===== config.mk =====
export PLATFORM = sky130hd
export DESIGN_NAME = congestion_window_sender_control
export DESIGN_NICKNAME = d
export VERILOG_FILES = /design/src/rtl/cwsc_pkg.sv /design/src/rtl/congestion_window_sender_control.sv
export SDC_FILE = /design/constraint.sdc
export NUM_CORES = 1
export LEC_CHECK = 0
export BUFFER_PORTS_ARGS = -buffer_cell sky130_fd_sc_hd__buf_2
export CORE_MARGIN = 2
export CORE_UTILIZATION = 30
export CTS_CLUSTER_DIAMETER = 120
export DETAILED_ROUTE_END_ITERATION = 6
export PLACE_DENSITY = 0.46
export RECOVER_POWER = 25
export SYNTH_ARGS = -nofsm -noshare
export SYNTH_HDL_FRONTEND = slang
export SYNTH_SLANG_ARGS = --single-unit

===== constraint.sdc =====
create_clock -name clk -period 6.8 [get_ports clk]
set_input_delay 0.68 -clock clk [delete_from_list [all_inputs] [get_ports clk]]
set_output_delay 0.68 -clock clk [all_outputs]
set_load 0.005 [all_outputs]

===== src/rtl/cwsc_pkg.sv =====
// ----------------------------------------------------------------------------
// Congestion window sender control package
// Phase codes, configuration register indexes, reset constants and the bit
// layout of the stream beats shared by the control block and its checker.
// ----------------------------------------------------------------------------
`timescale 1ns / 1ps
`default_nettype none

package cwsc_pkg;

  // Sender phase as reported on the result beat.
  typedef enum logic [1:0] {
    PH_SLOW_START = 2'd0,
    PH_AVOIDANCE  = 2'd1,
    PH_RECOVERY   = 2'd2
  } phase_t;

  // Configuration register indexes.
  localparam logic CFG_TOTAL_PACKETS     = 1'b0;
  localparam logic CFG_INITIAL_THRESHOLD = 1'b1;

  // Number of slots in the go-back-N ring. Ring slots and tail wrapping are
  // taken from the low bits of a count, so the ring is a power of two.
  localparam int RING_DEPTH = 256;

  // Window arithmetic constants (window is unsigned Q8.8).
  localparam logic [15:0] ONE_Q           = 16'd256;
  localparam logic [7:0]  DUP_LIMIT       = 8'd3;
  localparam logic [7:0]  DUP_MAX         = 8'd255;
  localparam logic [7:0]  RESET_THRESHOLD = 8'd64;

  // Input beat layout.
  localparam int IN_TDATA_W = 32;

  // Output beat layout, lowest field first.
  localparam int OUT_TDATA_W       = 40;
  localparam int OUT_START_LSB     = 0;
  localparam int OUT_COUNT_LSB     = 8;
  localparam int OUT_RETX_IDX_LSB  = 16;
  localparam int OUT_PHASE_LSB     = 24;
  localparam int OUT_WINDOW_LSB    = 26;
  localparam int OUT_ALL_ACKED_BIT = 34;
  localparam int OUT_PAD_W         = OUT_TDATA_W - OUT_ALL_ACKED_BIT - 1;

endpackage

`default_nettype wire


===== src/rtl/congestion_window_sender_control.sv =====
// ----------------------------------------------------------------------------
// Congestion window sender control
// Reno-style window control for a sender that keeps its packets in a
// go-back-N ring, built around one restoring divider.
// ----------------------------------------------------------------------------
// Each input beat carries either an acknowledgement (tuser low, tdata holding
// the cumulative acknowledged packet count) or a retransmission timeout tick
// (tuser high), and produces exactly one result beat. The block works on one
// beat at a time and holds s_tready low while it does. A timeout beat goes
// from idle straight to the finish state. An acknowledgement is classified
// and then has its span worked out; when congestion avoidance grows a nonzero
// window, one radix-2 divider that retires one quotient bit per cycle runs in
// between (17 steps) to form the Q8.8 reciprocal of the window, which is
// added to it before the span. The ring slot of a count and the wrapped tail
// index are the low bits of their values, since the ring depth is a power of
// two. A finished result sits in the output register, so the next input beat
// may be accepted while it waits to be taken; a later result is held back
// until the output register is free. Configuration writes are always taken
// and must only be issued while the block is idle; writing the initial
// threshold also loads the working threshold.
`timescale 1ns / 1ps
`default_nettype none

module congestion_window_sender_control (
  input  wire logic        clk,
  input  wire logic        rst,
  // Input stream.
  input  wire logic        s_tvalid,
  output logic             s_tready,
  input  wire logic [31:0] s_tdata,   // [31:0] ack_count
  input  wire logic        s_tuser,   // [0] func: 0 ACK, 1 timeout tick
  // Result stream.
  output logic             m_tvalid,
  input  wire logic        m_tready,
  // [7:0] send_start, [15:8] send_count, [23:16] retransmit_index,
  // [25:24] phase_now, [33:26] window_packets, [34] all_acked, rest zero
  output logic [39:0]      m_tdata,
  output logic             m_tuser,   // [0] retransmit
  // Configuration write channel.
  input  wire logic        cfg_valid,
  output logic             cfg_ready,
  input  wire logic        cfg_index,
  input  wire logic [31:0] cfg_data
);

  localparam int IDX_W  = $clog2(cwsc_pkg::RING_DEPTH);
  localparam int SPAN_W = 11;
  localparam logic [IDX_W-1:0] LAST_SLOT = IDX_W'(cwsc_pkg::RING_DEPTH - 1);
  localparam logic [15:0] WINDOW_CAP = 16'((cwsc_pkg::RING_DEPTH - 1) * 256);

  typedef enum logic [2:0] {
    ST_IDLE,
    ST_DIVIDE,
    ST_ACK,
    ST_RECIP,
    ST_SPAN,
    ST_FINISH
  } state_t;

  state_t          state;

  // Architectural state.
  cwsc_pkg::phase_t phase;
  logic [15:0]      window;
  logic [7:0]       threshold;
  logic [7:0]       dup_count;
  logic [IDX_W-1:0] base_index;
  logic [IDX_W-1:0] tail_index;
  logic [31:0]      acked_total;
  logic [31:0]      total_packets;

  // Item and result holding registers.
  logic [31:0]      ack_value;
  logic [7:0]       res_start;
  logic [7:0]       res_count;
  logic             res_retx;
  logic [7:0]       res_retx_idx;

  // Reciprocal divider.
  logic [31:0]      div_dvd;
  logic [15:0]      div_den;
  logic [15:0]      div_rem;
  logic [16:0]      div_quo;
  logic [5:0]       div_cnt;
  logic [16:0]      div_shift;
  logic [16:0]      div_sub;
  logic             div_ge;
  logic [15:0]      div_rem_next;

  assign div_shift    = {div_rem, div_dvd[31]};
  assign div_ge       = div_shift >= {1'b0, div_den};
  assign div_sub      = div_shift - {1'b0, div_den};
  assign div_rem_next = div_ge ? div_sub[15:0] : div_shift[15:0];

  // Acknowledgement classification, valid in ST_ACK.
  logic [IDX_W-1:0] slot;
  logic             is_dup;
  logic             is_new;
  logic             below_cap;
  logic             recip_due;
  logic [7:0]       dup_inc;
  logic [7:0]       half_window;
  logic [15:0]      window_step;

  assign slot        = ack_value[IDX_W-1:0];
  assign is_dup      = slot == base_index;
  assign is_new      = (slot > base_index) ||
                       ((slot <= tail_index) && (tail_index < base_index));
  assign below_cap   = window < WINDOW_CAP;
  assign recip_due   = (phase == cwsc_pkg::PH_AVOIDANCE) && !is_dup && is_new &&
                       below_cap && (window != '0);
  assign dup_inc     = (dup_count == cwsc_pkg::DUP_MAX) ? dup_count : dup_count + 8'd1;
  assign half_window = {1'b0, window[15:9]};
  assign window_step = below_cap ? window + cwsc_pkg::ONE_Q : window;

  // Span to send, valid in ST_SPAN.
  logic [IDX_W:0]    tail_unwrap;
  logic [SPAN_W-1:0] span_diff;
  logic [32:0]       remaining;
  logic              rem_below;
  logic              send_now;
  logic [7:0]        send_n;
  logic [IDX_W-1:0]  tail_sum;

  assign tail_unwrap = (tail_index < base_index) ?
                       (IDX_W+1)'(tail_index) + (IDX_W+1)'(cwsc_pkg::RING_DEPTH) :
                       (IDX_W+1)'(tail_index);
  assign span_diff   = SPAN_W'(base_index) + SPAN_W'(window[15:8]) -
                       SPAN_W'(tail_unwrap);
  assign remaining   = {1'b0, total_packets} - {1'b0, acked_total};
  assign rem_below   = $signed(remaining) <
                       $signed({{(33-SPAN_W){span_diff[SPAN_W-1]}}, span_diff});
  assign send_now    = rem_below ? ($signed(remaining) > 33'sd0) :
                                   ($signed(span_diff) > 11'sd0);
  assign send_n      = rem_below ? remaining[7:0] : span_diff[7:0];
  assign tail_sum    = tail_index + IDX_W'(send_n);

  assign s_tready  = state == ST_IDLE;
  assign cfg_ready = 1'b1;

  always_ff @(posedge clk) begin
    if (rst) begin
      state         <= ST_IDLE;
      m_tvalid      <= 1'b0;
      phase         <= cwsc_pkg::PH_SLOW_START;
      window        <= cwsc_pkg::ONE_Q;
      threshold     <= cwsc_pkg::RESET_THRESHOLD;
      dup_count     <= '0;
      base_index    <= '0;
      tail_index    <= '0;
      acked_total   <= '0;
      total_packets <= '0;
    end else begin
      // A result loaded in ST_FINISH takes precedence over clearing the old one.
      if (m_tvalid && m_tready && state != ST_FINISH) begin
        m_tvalid <= 1'b0;
      end

      unique case (state)
        ST_IDLE: begin
          if (s_tvalid) begin
            ack_value <= s_tdata;
            if (s_tuser) begin
              // Timeout: resend the base slot and collapse the window.
              res_start    <= '0;
              res_count    <= '0;
              res_retx     <= 1'b1;
              res_retx_idx <= 8'(base_index);
              phase        <= cwsc_pkg::PH_SLOW_START;
              threshold    <= half_window;
              window       <= cwsc_pkg::ONE_Q;
              dup_count    <= '0;
              tail_index   <= (base_index == LAST_SLOT) ? '0 : base_index + 1'b1;
              state        <= ST_FINISH;
            end else begin
              res_retx     <= 1'b0;
              res_retx_idx <= '0;
              state        <= ST_ACK;
            end
          end
        end

        ST_DIVIDE: begin
          div_dvd <= {div_dvd[30:0], 1'b0};
          div_rem <= div_rem_next;
          div_quo <= {div_quo[15:0], div_ge};
          div_cnt <= div_cnt - 6'd1;
          if (div_cnt == 6'd1) begin
            state <= ST_RECIP;
          end
        end

        ST_ACK: begin
          state <= recip_due ? ST_DIVIDE : ST_SPAN;
          if (phase == cwsc_pkg::PH_RECOVERY) begin
            if (is_dup) begin
              window <= window_step;
            end else if (is_new) begin
              acked_total <= ack_value;
              base_index  <= slot;
              dup_count   <= '0;
              window      <= {threshold, 8'd0};
              phase       <= cwsc_pkg::PH_AVOIDANCE;
            end
          end else if (is_dup) begin
            dup_count <= dup_inc;
            if (dup_inc == cwsc_pkg::DUP_LIMIT) begin
              // Third duplicate: fast retransmit from the base.
              tail_index <= base_index;
              phase      <= cwsc_pkg::PH_RECOVERY;
              threshold  <= half_window;
              window     <= {half_window + 8'd3, 8'd0};
            end
          end else if (is_new) begin
            acked_total <= ack_value;
            base_index  <= slot;
            dup_count   <= '0;
            if (phase == cwsc_pkg::PH_SLOW_START) begin
              window <= window_step;
              if (window_step >= {threshold, 8'd0}) begin
                phase <= cwsc_pkg::PH_AVOIDANCE;
              end
            end else if (below_cap) begin
              if (window == '0) begin
                window <= cwsc_pkg::ONE_Q;
              end else begin
                // Reciprocal 65536 / window, 17 quotient bits.
                div_dvd <= 32'h8000_0000;
                div_den <= window;
                div_rem <= '0;
                div_cnt <= 6'd17;
              end
            end
          end
        end

        ST_RECIP: begin
          window <= window + div_quo[15:0];
          state  <= ST_SPAN;
        end

        ST_SPAN: begin
          res_start <= 8'(tail_index);
          if (send_now) begin
            res_count  <= send_n;
            tail_index <= tail_sum;
          end else begin
            res_count <= '0;
          end
          state <= ST_FINISH;
        end

        ST_FINISH: begin
          if (!m_tvalid || m_tready) begin
            m_tvalid <= 1'b1;
            m_tuser  <= res_retx;
            m_tdata  <= {{cwsc_pkg::OUT_PAD_W{1'b0}},
                         acked_total == total_packets,
                         window[15:8],
                         phase,
                         res_retx_idx,
                         res_count,
                         res_start};
            state    <= ST_IDLE;
          end
        end

        default: state <= ST_IDLE;
      endcase

      if (cfg_valid) begin
        unique case (cfg_index)
          cwsc_pkg::CFG_TOTAL_PACKETS:     total_packets <= cfg_data;
          cwsc_pkg::CFG_INITIAL_THRESHOLD: threshold     <= cfg_data[7:0];
          default:                         total_packets <= total_packets;
        endcase
      end
    end
  end

endmodule

`default_nettype wire


# Word level (Yosys, flattened, before mapping)
# Cells that the tools add are included.
# word_totals
reg_bits	297
output_inout_bits	44
# classes
n_addsub	12
magnitude_cmp	9
eq_ne	36
n_mux	86
bitwise	6
reduce_logical	33
# ops
operator	count
$mux W16	19
$mux W32	6
$mux W8	23
$pmux W32 S2	1
$pmux W8 S2	4
$pmux W16 S3	1
$mux W6	6
$gt A33 B1 Y1 const B	1
$lt A33 B10 Y1	1
$sub A32 B32 Y33	1
$eq A32 B32 Y1	1
$pmux W16 S2	1
$ne A2 B2 Y1 const B	12
$pmux W8 S3	1
$mux W2	10
$pmux W3 S6	1
$ge A17 B16 Y1	1
$add A16 B16 Y16	1
$add A16 B9 Y16 const B	1
$add A8 B1 Y8 const B	2
$eq A8 B8 Y1 const B	2
$ge A16 B16 Y1	1
$logic_not A16 Y1	1
$lt A16 B16 Y1 const B	1
43 further kinds	83

# Depth between registers and ports, before layout
# Gate-level depths: netlist of the first run.
# depth
word_depth	9
ltp_mapped	36
mapped_depth_nobuf	36

# Least setup slack after synthesis of the first run
# No wires, ideal clock.
# synth_path
path_type	register to register
from	register window[10]
to	register tail_index[7]
setup_time_ps	69
arrival_ps	6496
required_time_ps	6731
setup_slack_ps	235
stages_incl_launch_ff	33
path_buffers	2
path_cell_list	dfxtp_1 -> clkbuf_1 -> inv_1 -> fa_1 -> inv_1 -> ha_1 -> nor2b_1 -> o31a_1 -> o41ai_1 -> o21a_1 -> clkinv_1 -> ha_1 -> o2111ai_1 -> nor4_1 -> o41ai_1 -> a21oi_1 -> a211o_1 -> o21ai_4 -> buf_2 -> nor2_1 -> a21oi_1 -> inv_1 -> ha_1 -> a21o_1 -> a21o_1 -> a21o_1 -> a21oi_1 -> o21bai_1 -> a21oi_1 -> xnor2_1 -> xnor2_1 -> nand3_1 -> o21ai_1
# synth_between
elab_chain_cells	7
# synth_rtl
element	line_no	source
from (decl)	congestion_window_sender_control.sv:64	logic [15:0] window;
from (signal assigned)	congestion_window_sender_control.sv:146	window <= cwsc_pkg::ONE_Q;
from (signal assigned)	congestion_window_sender_control.sv:171	window <= cwsc_pkg::ONE_Q;
from (signal assigned)	congestion_window_sender_control.sv:197	window <= window_step;
$add A8 B8 Y9	congestion_window_sender_control.sv:128	assign span_diff = SPAN_W'(base_index) + SPAN_W'(window[15:8]) -
$sub A9 B9 Y10	congestion_window_sender_control.sv:128	
$lt A33 B10 Y1	congestion_window_sender_control.sv:131	assign rem_below = $signed(remaining) <
$mux W8	congestion_window_sender_control.sv:135	assign send_n = rem_below ? remaining[7:0] : span_diff[7:0];
named net send_n[1]	congestion_window_sender_control.sv:122	logic [7:0] send_n;
$add A8 B8 Y8	congestion_window_sender_control.sv:136	assign tail_sum = tail_index + IDX_W'(send_n);
$mux W8	congestion_window_sender_control.sv:244	if (send_now) begin
$pmux W8 S3	congestion_window_sender_control.sv:159	unique case (state)
to (signal assigned)	congestion_window_sender_control.sv:173	tail_index <= (base_index == LAST_SLOT) ? '0 : base_index + 1'b1;
to (signal assigned)	congestion_window_sender_control.sv:209	tail_index <= base_index;
to (signal assigned)	congestion_window_sender_control.sv:246	tail_index <= tail_sum;
to (decl)	congestion_window_sender_control.sv:68	logic [IDX_W-1:0] tail_index;
# The timed path passes the listed nets, and every way through them passes these cells. The select of a mux whose other input is x is not followed.
# A chain may end at the register's enable or synchronous reset.

# Worst setup path after layout of the first run
# layout_path
from	register base_index[1]
to	register tail_index[7]
# layout_between
elab_chain_cells	8
# layout_rtl
element	line_no	source
from (decl)	congestion_window_sender_control.sv:67	logic [IDX_W-1:0] base_index;
from (signal assigned)	congestion_window_sender_control.sv:200	base_index <= slot;
from (signal assigned)	congestion_window_sender_control.sv:216	base_index <= slot;
$lt A8 B8 Y1	congestion_window_sender_control.sv:125	assign tail_unwrap = (tail_index < base_index) ?
$mux W9	congestion_window_sender_control.sv:125	
$sub A9 B9 Y10 (*)	congestion_window_sender_control.sv:128	
$lt A33 B10 Y1	congestion_window_sender_control.sv:131	
$mux W8 (*)	congestion_window_sender_control.sv:135	
named net send_n[1]	congestion_window_sender_control.sv:122	
$add A8 B8 Y8 (*)	congestion_window_sender_control.sv:136	
$mux W8 (*)	congestion_window_sender_control.sv:244	
$pmux W8 S3 (*)	congestion_window_sender_control.sv:159	
# Mark *: on every way through the listed nets, which the timed path passes. The rest lies on a longest branch. The select of a mux whose other input is x is not followed.

==> results of run 1 <==
==> logic make-up after synthesis <==
| kind of cell | after synthesis |
|---|---|
| fa+ha+maj | 145 |
| xor+xnor | 70 |
| flops | 258 |
| mux | 58 |
| other cells | 2 |
| simple gates | 543 |
| buf+inv | 203 |
| compound gates | 412 |
==> path summary, 6_finish.rpt <==
check / to / cells past startpoint / startpoint
max reg2reg: tail_index[7] / 35 / base_index[1]
min: ack_value[23] / 1 / s_tdata[23]
min reg2reg: m_tdata[0] / 0 / res_start[0]
max: tail_index[7] / 35 / base_index[1]
==> flip-flops by register name (all words and copies together), names as in the netlist <==
name and flops:
div_quo 16, tail_index 8, m_tuser 1, res_count 8, state 3, threshold 8, dup_count 8, div_dvd 1
phase 2, total_packets 32, res_start 8, base_index 7, div_cnt 6, div_den 16, m_tvalid 1, acked_total 25
m_tdata 35, window 16, res_retx 1, ack_value 32, res_retx_idx 8, div_rem 16
==> area by class of cell <==
class | instances | area [sq um] | area share (%)
Sequential cell | 258 | 6650 | 36.37
Timing Repair Buffer | 145 | 777.0 | 4.249
Clock buffer | 49 | 1012 | 5.536
Tap cell | 680 | 850.8 | 4.653
Inverter | 133 | 499.2 | 2.730
Clock inverter | 13 | 97.59 | 0.5337
Multi-Input combinational cell | 1234 | 8398 | 45.93
==> routing by layer <==
metal  up-vias  track usage (%)  wire length (microns)
met5         -                0                     84
met4        14            4.956                   1135
met3        87            3.934                   2512
met2       247            24.36                  18740
met1      5892            22.83                  20980
li1       6281                -                      -
==> cells in the final DEF (no fill, tap or decap), types with 10 or more instances in the layout <==
| master | instances |
|---|---|
| nor2_1 | 192 |
| nand2_1 | 157 |
| edfxtp_1 | 148 |
| a21oi_1 | 133 |
| ha_1 | 131 |
| inv_1 | 129 |
| dfxtp_1 | 107 |
| buf_2 | 102 |
| o21ai_0 | 72 |
| mux2i_1 | 56 |
| xnor2_1 | 48 |
| clkbuf_16 | 38 |
| a21o_1 | 31 |
| nand4_1 | 29 |
| a211oi_1 | 27 |
| buf_4 | 26 |
| nor3_1 | 25 |
| nand3_1 | 24 |
| clkbuf_1 | 24 |
| o21a_1 | 23 |
| xor2_1 | 22 |
| nor2b_1 | 20 |
| nand2b_1 | 15 |
| or3_1 | 15 |
| o21bai_1 | 15 |
| a31oi_1 | 14 |
| and3_1 | 13 |
| and2_1 | 11 |
| a22oi_1 | 11 |
| fa_1 | 11 |
| o211ai_1 | 10 |
==> power breakdown <==
part / total (mW) / internal (mW) / switching, mW
Sequential: 2.11 / 1.94 / 0.169
Combinational: 5.52 / 2.24 / 3.28
Clock: 1.78 / 1.08 / 0.703
Total: 9.41 / 5.26 / 4.15
==> stage by stage <==
| step | util [%] | cells |
|---|---|---|
| after CTS | 35.40 | 2511 |
| after detailed placement | 33.25 | 2449 |
| after floorplan | - | 1695 |
| after global routing | 35.43 | 2512 |
| after global placement | 33.25 | 2449 |
| final | 35.43 | 2512 |
==> synthesized netlist by cell type (7+ instances only) <==
master / instances
a22oi_1: 11
mux2i_1: 56
a21oi_1: 137
dfxtp_1: 110
nand2_1: 157
xnor2_1: 48
o211ai_1: 10
a21o_1: 31
nand3_1: 24
inv_1: 131
o21bai_1: 15
nand2b_1: 15
o21a_1: 24
a31oi_1: 14
fa_1: 12
nand4_1: 29
or3_1: 15
and3_1: 15
xor2_1: 22
nor2b_1: 20
clkbuf_1: 56
a211oi_1: 28
o21ai_0: 72
and2_1: 11
a221oi_1: 7
nor4_1: 9
nor2_1: 192
edfxtp_1: 148
nor3_1: 27
ha_1: 132
==> worst register-to-register path: cells and delay by family, from the launching register on <==
family | cells | cell delay (ns)
XOR/XNOR | 2 | 0.29
flip-flops | 1 | 0.36
adder cells (fa/ha/maj) | 4 | 1.18
AO/OA/AOI/OAI | 19 | 3.03
AND/OR/NAND/NOR | 5 | 0.81
buffers and inverters | 5 | 0.62
==> timing repair <==
| item | in CTS | in global routing |
|---|---|---|
| setup buffers | 0 | 1 |
| endpoints found under the hold margin | 0 | 0 |
| hold buffers | 0 | 0 |
| resized for setup | 0 | 17 |
| endpoints found under the setup margin | 0 | 5 |
==> results.md, run 1 <==
- Run status: complete, no violations
- Final slew viol count: 0
- Power, Total: 9.405 mW
- Total congestion overflow: 0
- Starting Density: 30.49%
- Largest family of logic cells by synthesized area: compound AO/OA/AOI/OAI gates
- Drt drc: 0
- Root Buffer Master: clkbuf_16
- Minimum clock period: 6.352 ns
- Synth top area cells: edfxtp_1, dfxtp_1, ha_1
- Ys async rst share: 0%
- Average size of a mapped cell: 9.307 sq um
- Total number of vias: 12521
- Global-route wire length before repair: 68.97 mm
- Crit path max fanout: 10
- Final WS setup: 0.4479 ns
- Global placer's final weighted congestion: 0.8897
- Max clock buf depth: 3
- Main synth FF type: edfxtp_1
- Die Height: 233.0 microns
- Max_slew headroom: 20.91%
- HP Class: in2reg
- Power Density: 514.4 mW/mm^2
- Final ANT Viol Nets: 0
- DRT Wirelength: 43.45 mm
- Peak VDD IR: 0.0003257 V
- Worst hold slack: 0.3055 ns
- Area Growth Syn to Fin: 16.19%
- CTS tree: built
- Synthesized flop and latch total: 258
- Compound-Gate Fraction of Synth Area: ~17%
- CTS H-tree depth: 2
- Crit path capture type: register
- Skew final: roughly 0.025 ns
- Post-Synthesis Cells: 1691
- Detailed-router iteration count before antenna repair: 6
- Final setup viols: 0
- Arr. time, crit path: 6.82 ns
- Pleak: 7.223 nW
- Nets: 2021
- Fmax: 157.4 MHz
- N_diodes: 0
- Crit Path Class: reg2reg
- Period utilization: between 90% and 100%
- CP max stage cell: or4_1
- Fillers: ~5300
- Post-synthesis simple-gate area fraction: 16.00%
- 1st-iter DRT viols: between 700 and 800
- DP HPWL: around 32 mm
- Max-cap check violation count: 0
- Row cnt: between 80 and 90
- CP Data Required Time: 7.26 ns
- Die span in x: 233.0 microns
- Buf/Inv on CP: 5
- Design area: 0.01829 sq mm
- Register area share after synthesis: between 40% and 50%
- Vias in the first global route: 12295
- Io pins: between 100 and 150
- Area leader, netlist: edfxtp_1
- Placed inst area: 0.01716 sq mm
- Cell family with most CP delay: compound AO/OA/AOI/OAI gates
- Via density: around 5.0
- Tightest Pin Transition: 1.182 ns
- IO Port Bufs: approximately 110
- CTS Sinks: 258
- Mapped Area: 0.01574 sq mm
- Share of layout cells above drive strength 1: 12.06%
- Post-synthesis mux area share: 3.705%
- Pin count of the biggest net entering global routing: 59
- Total global-route track usage: 16.20%
- Number of flops mapped to enable cells by yosys: 148
- Initial antenna violation count: 7
- Core ar.: 0.05161 sq mm
- Yosys synthesis warning count: 0
- Post-synth top area share: 28.24%
- Post-Synth Adder-Cell Area: 12.08%
- CP Launch Type: register
- XOR/XNOR Fraction of Synth Area: 3.896%
- Slowest stage delay, CP: 0.41 ns
- TritonCTS buffer count: 34
- Worst slack, placed: 0.1827 ns
- Clk_lat worst skew: 0.55 ns
- R2R Setup Slk: 0.45 ns
- Setup TNS: 0 ns
- CP most frequent cell: o21a_1
- Die area: 0.05431 sq mm
- Final Hold Vio Count: 0
- CTS clk-pin slew, worst paths: 0.06 ns
- Drt wl/cell: 17.30 microns
- Unique masters post-synth: 76
Note: power is estimated with default switching activity, not from simulation.
==> run 2, diff against run 1 <==
Settings changed: CORE_MARGIN 2 to 3.
==> results.md, run 2 (synthesis results as in run 1) <==
- Run status: complete, no violations
- Total congestion overflow: 0 (unchanged)
- Arr. time, crit path: 6.87 ns (+0.05 ns)
- Drt drc: 0 (unchanged)
- Pleak: 7.241 nW (+0.24%)
- Final slew viol count: 0 (unchanged)
- Pin count of the biggest net entering global routing: 76 (+29%)
- Nets: 2023 (+0.099%)
- Area Growth Syn to Fin: 16.41%
- Minimum clock period: 6.399 ns (+0.04668 ns)
- IO Port Bufs: 108 (unchanged)
- Skew final: 0.03234 ns (+0.007654 ns)
- Share of layout cells above drive strength 1: 12.77% (+0.71 points)
- Worst hold slack: 0.3060 ns (+0.0005790 ns)
- Clk_lat worst skew: 0.54 ns (about the same)
- Detailed-router iteration count before antenna repair: 5 (-1)
- Vias in the first global route: 12471 (+1.4%)
- Most common cell after layout, fill and taps aside: nor2_1
- CP Launch Type: register
- Setup TNS: 0 ns (unchanged)
- Via density: 5.022 (+0.75%)
- Io pins: 115 (unchanged)
- Tightest Pin Transition: 1.215 ns (+0.03295 ns)
- TritonCTS buffer count: 34 (unchanged)
- Period utilization: 94.10% (+0.69 points)
- Total number of vias: 12615 (+0.75%)
- Number of flip-flops in the largest register: 35 (unchanged)
- Biggest regs: m_tdata: 35 flops, ack_value: 32 flops, total_packets: 32 flops
- Max_slew headroom: 19.00% (-1.9 points)
- Power Density: 518.4 mW/mm^2 (+0.78%)
- Final ANT Viol Nets: 0 (unchanged)
- Crit Path Class: reg2reg
- Peak VDD IR: 0.0003918 V (+20%)
- DP HPWL: 32.79 mm (+1.8%)
- CTS tree: built
- Max-cap check violation count: 0 (unchanged)
- Global placer's final weighted congestion: 0.8580 (-3.6%)
- Total global-route track usage: 15.65% (-0.55 points)
- Max clock buf depth: 3 (unchanged)
- Hold-fix buffers, CTS: 0 (unchanged)
- Core ar.: 0.05161 sq mm (unchanged)
- Final setup viols: 0 (unchanged)
- DRT Wirelength: 43.64 mm (+0.43%)
- CTS H-tree depth: 2 (unchanged)
- Global-route wire length before repair: 69.98 mm (+1.5%)
- Die span in x: 235.0 microns (+0.86%)
- Crit path max fanout: 8 (-2)
- Die area: 0.05524 sq mm (+1.7%)
- Final Hold Vio Count: 0 (unchanged)
- R2R Setup Slk: 0.40 ns (-0.05 ns)
- Biggest register: m_tdata
- Fillers: 5308 (+0.70%)
- Fmax: 156.3 MHz (-0.73%)
- N_diodes: 0 (unchanged)
- 1st-iter DRT viols: 699 (-5.0%)
- Drt wl/cell: 17.37 microns (+0.43%)
- Slowest stage delay, CP: 0.54 ns (+0.13 ns)
- HP Class: in2reg
- CTS clk-pin slew, worst paths: 0.06 ns (about the same)
- Die Height: 235.0 microns (+0.86%)
- CP max stage cell: fa_1
- CTS Sinks: 258 (unchanged)
- CP Data Required Time: 7.27 ns (about the same)
- Starting Density: 30.49% (unchanged)
- Commonest non-fill, non-tap cells in the layout: nor2_1, nand2_1, edfxtp_1, a21oi_1
- Row cnt: 83 (unchanged)
- Initial antenna violation count: 4 (-3)
- Root Buffer Master: clkbuf_16
- Crit path capture type: register
## run 2: changes by cell type in the layout (fill, tap and decap cells not counted), moves of 3 or more
| cell | before | now |
|---|---|---|
| buf_4 | 26 | 30 |
| clkbuf_16 | 38 | 35 |
| clkinv_1 | 7 | 4 |
| clkinv_2 | 4 | 8 |
## run 2: critical path, delay by kind of cell, from the launching register on
family          cells  cell delay, ns
simple gates        4            0.58
xor+xnor            3            0.43
buf+inv             4            0.28
flops               1            0.32
compound gates     18            3.18
fa+ha+maj           4            1.54
## run 2: area by class of cell
class	instances	area (sq um)	share of cell area, %
multi-input cells	1234	8438	46.06
flip-flops and latches	258	6650	36.30
clock buffers	42	902.1	4.924
well taps	680	850.8	4.644
repair buffers	147	792.0	4.323
inverters	133	499.2	2.725
clock inverters	18	187.7	1.024
## run 2: worst paths after layout
| path | from | to | cells past startpoint |
|---|---|---|---|
| setup / recovery | window[9] | tail_index[7] | 33 |
| hold / removal | s_tdata[24] | ack_value[24] | 1 |
| setup reg to reg | window[9] | tail_index[7] | 33 |
| hold reg to reg | res_start[7] | m_tdata[7] | 0 |
## run 2: routing by layer
metal	part of all wire (%)	routed length, microns	vias to the layer above	global-route usage, %
met1	48	21060	5981	21.98
met5	0.14	61	-	0
li1	-	-	6283	-
met2	44	19190	269	24.35
met3	5.1	2244	74	3.298
met4	2.5	1093	8	4.378
## run 2: what timing repair did
item | 4_1_cts | 5_1_grt
endpoints found under the hold margin | 0 | 0
endpoints found under the setup margin | 0 | 4
setup buffers | 0 | 3
gates resized for setup | 0 | 23
## run 2: per-stage QoR
step	worst slack (ns)	utilization [%]	instances	total power, mW	area [sq um]
floorplan	0.2346	-	1695	6.010	15750
global placement	0.2676	33.25	2449	7.435	17160
detailed placement	0.1521	33.25	2449	7.466	17160
CTS	0.1276	35.36	2509	9.317	18250
global route	-0.02763	35.49	2512	10.41	18320
finish	0.4012	35.49	2512	9.497	18320
## run 2: power by group
part / internal, mW / switching [mW] / leakage, nW / total (mW)
Clock: 1.07 / 0.717 / 0.538 / 1.78
Sequential: 1.94 / 0.166 / 2.26 / 2.10
Combinational: 2.29 / 3.32 / 4.44 / 5.61
Total: 5.29 / 4.20 / 7.24 / 9.50
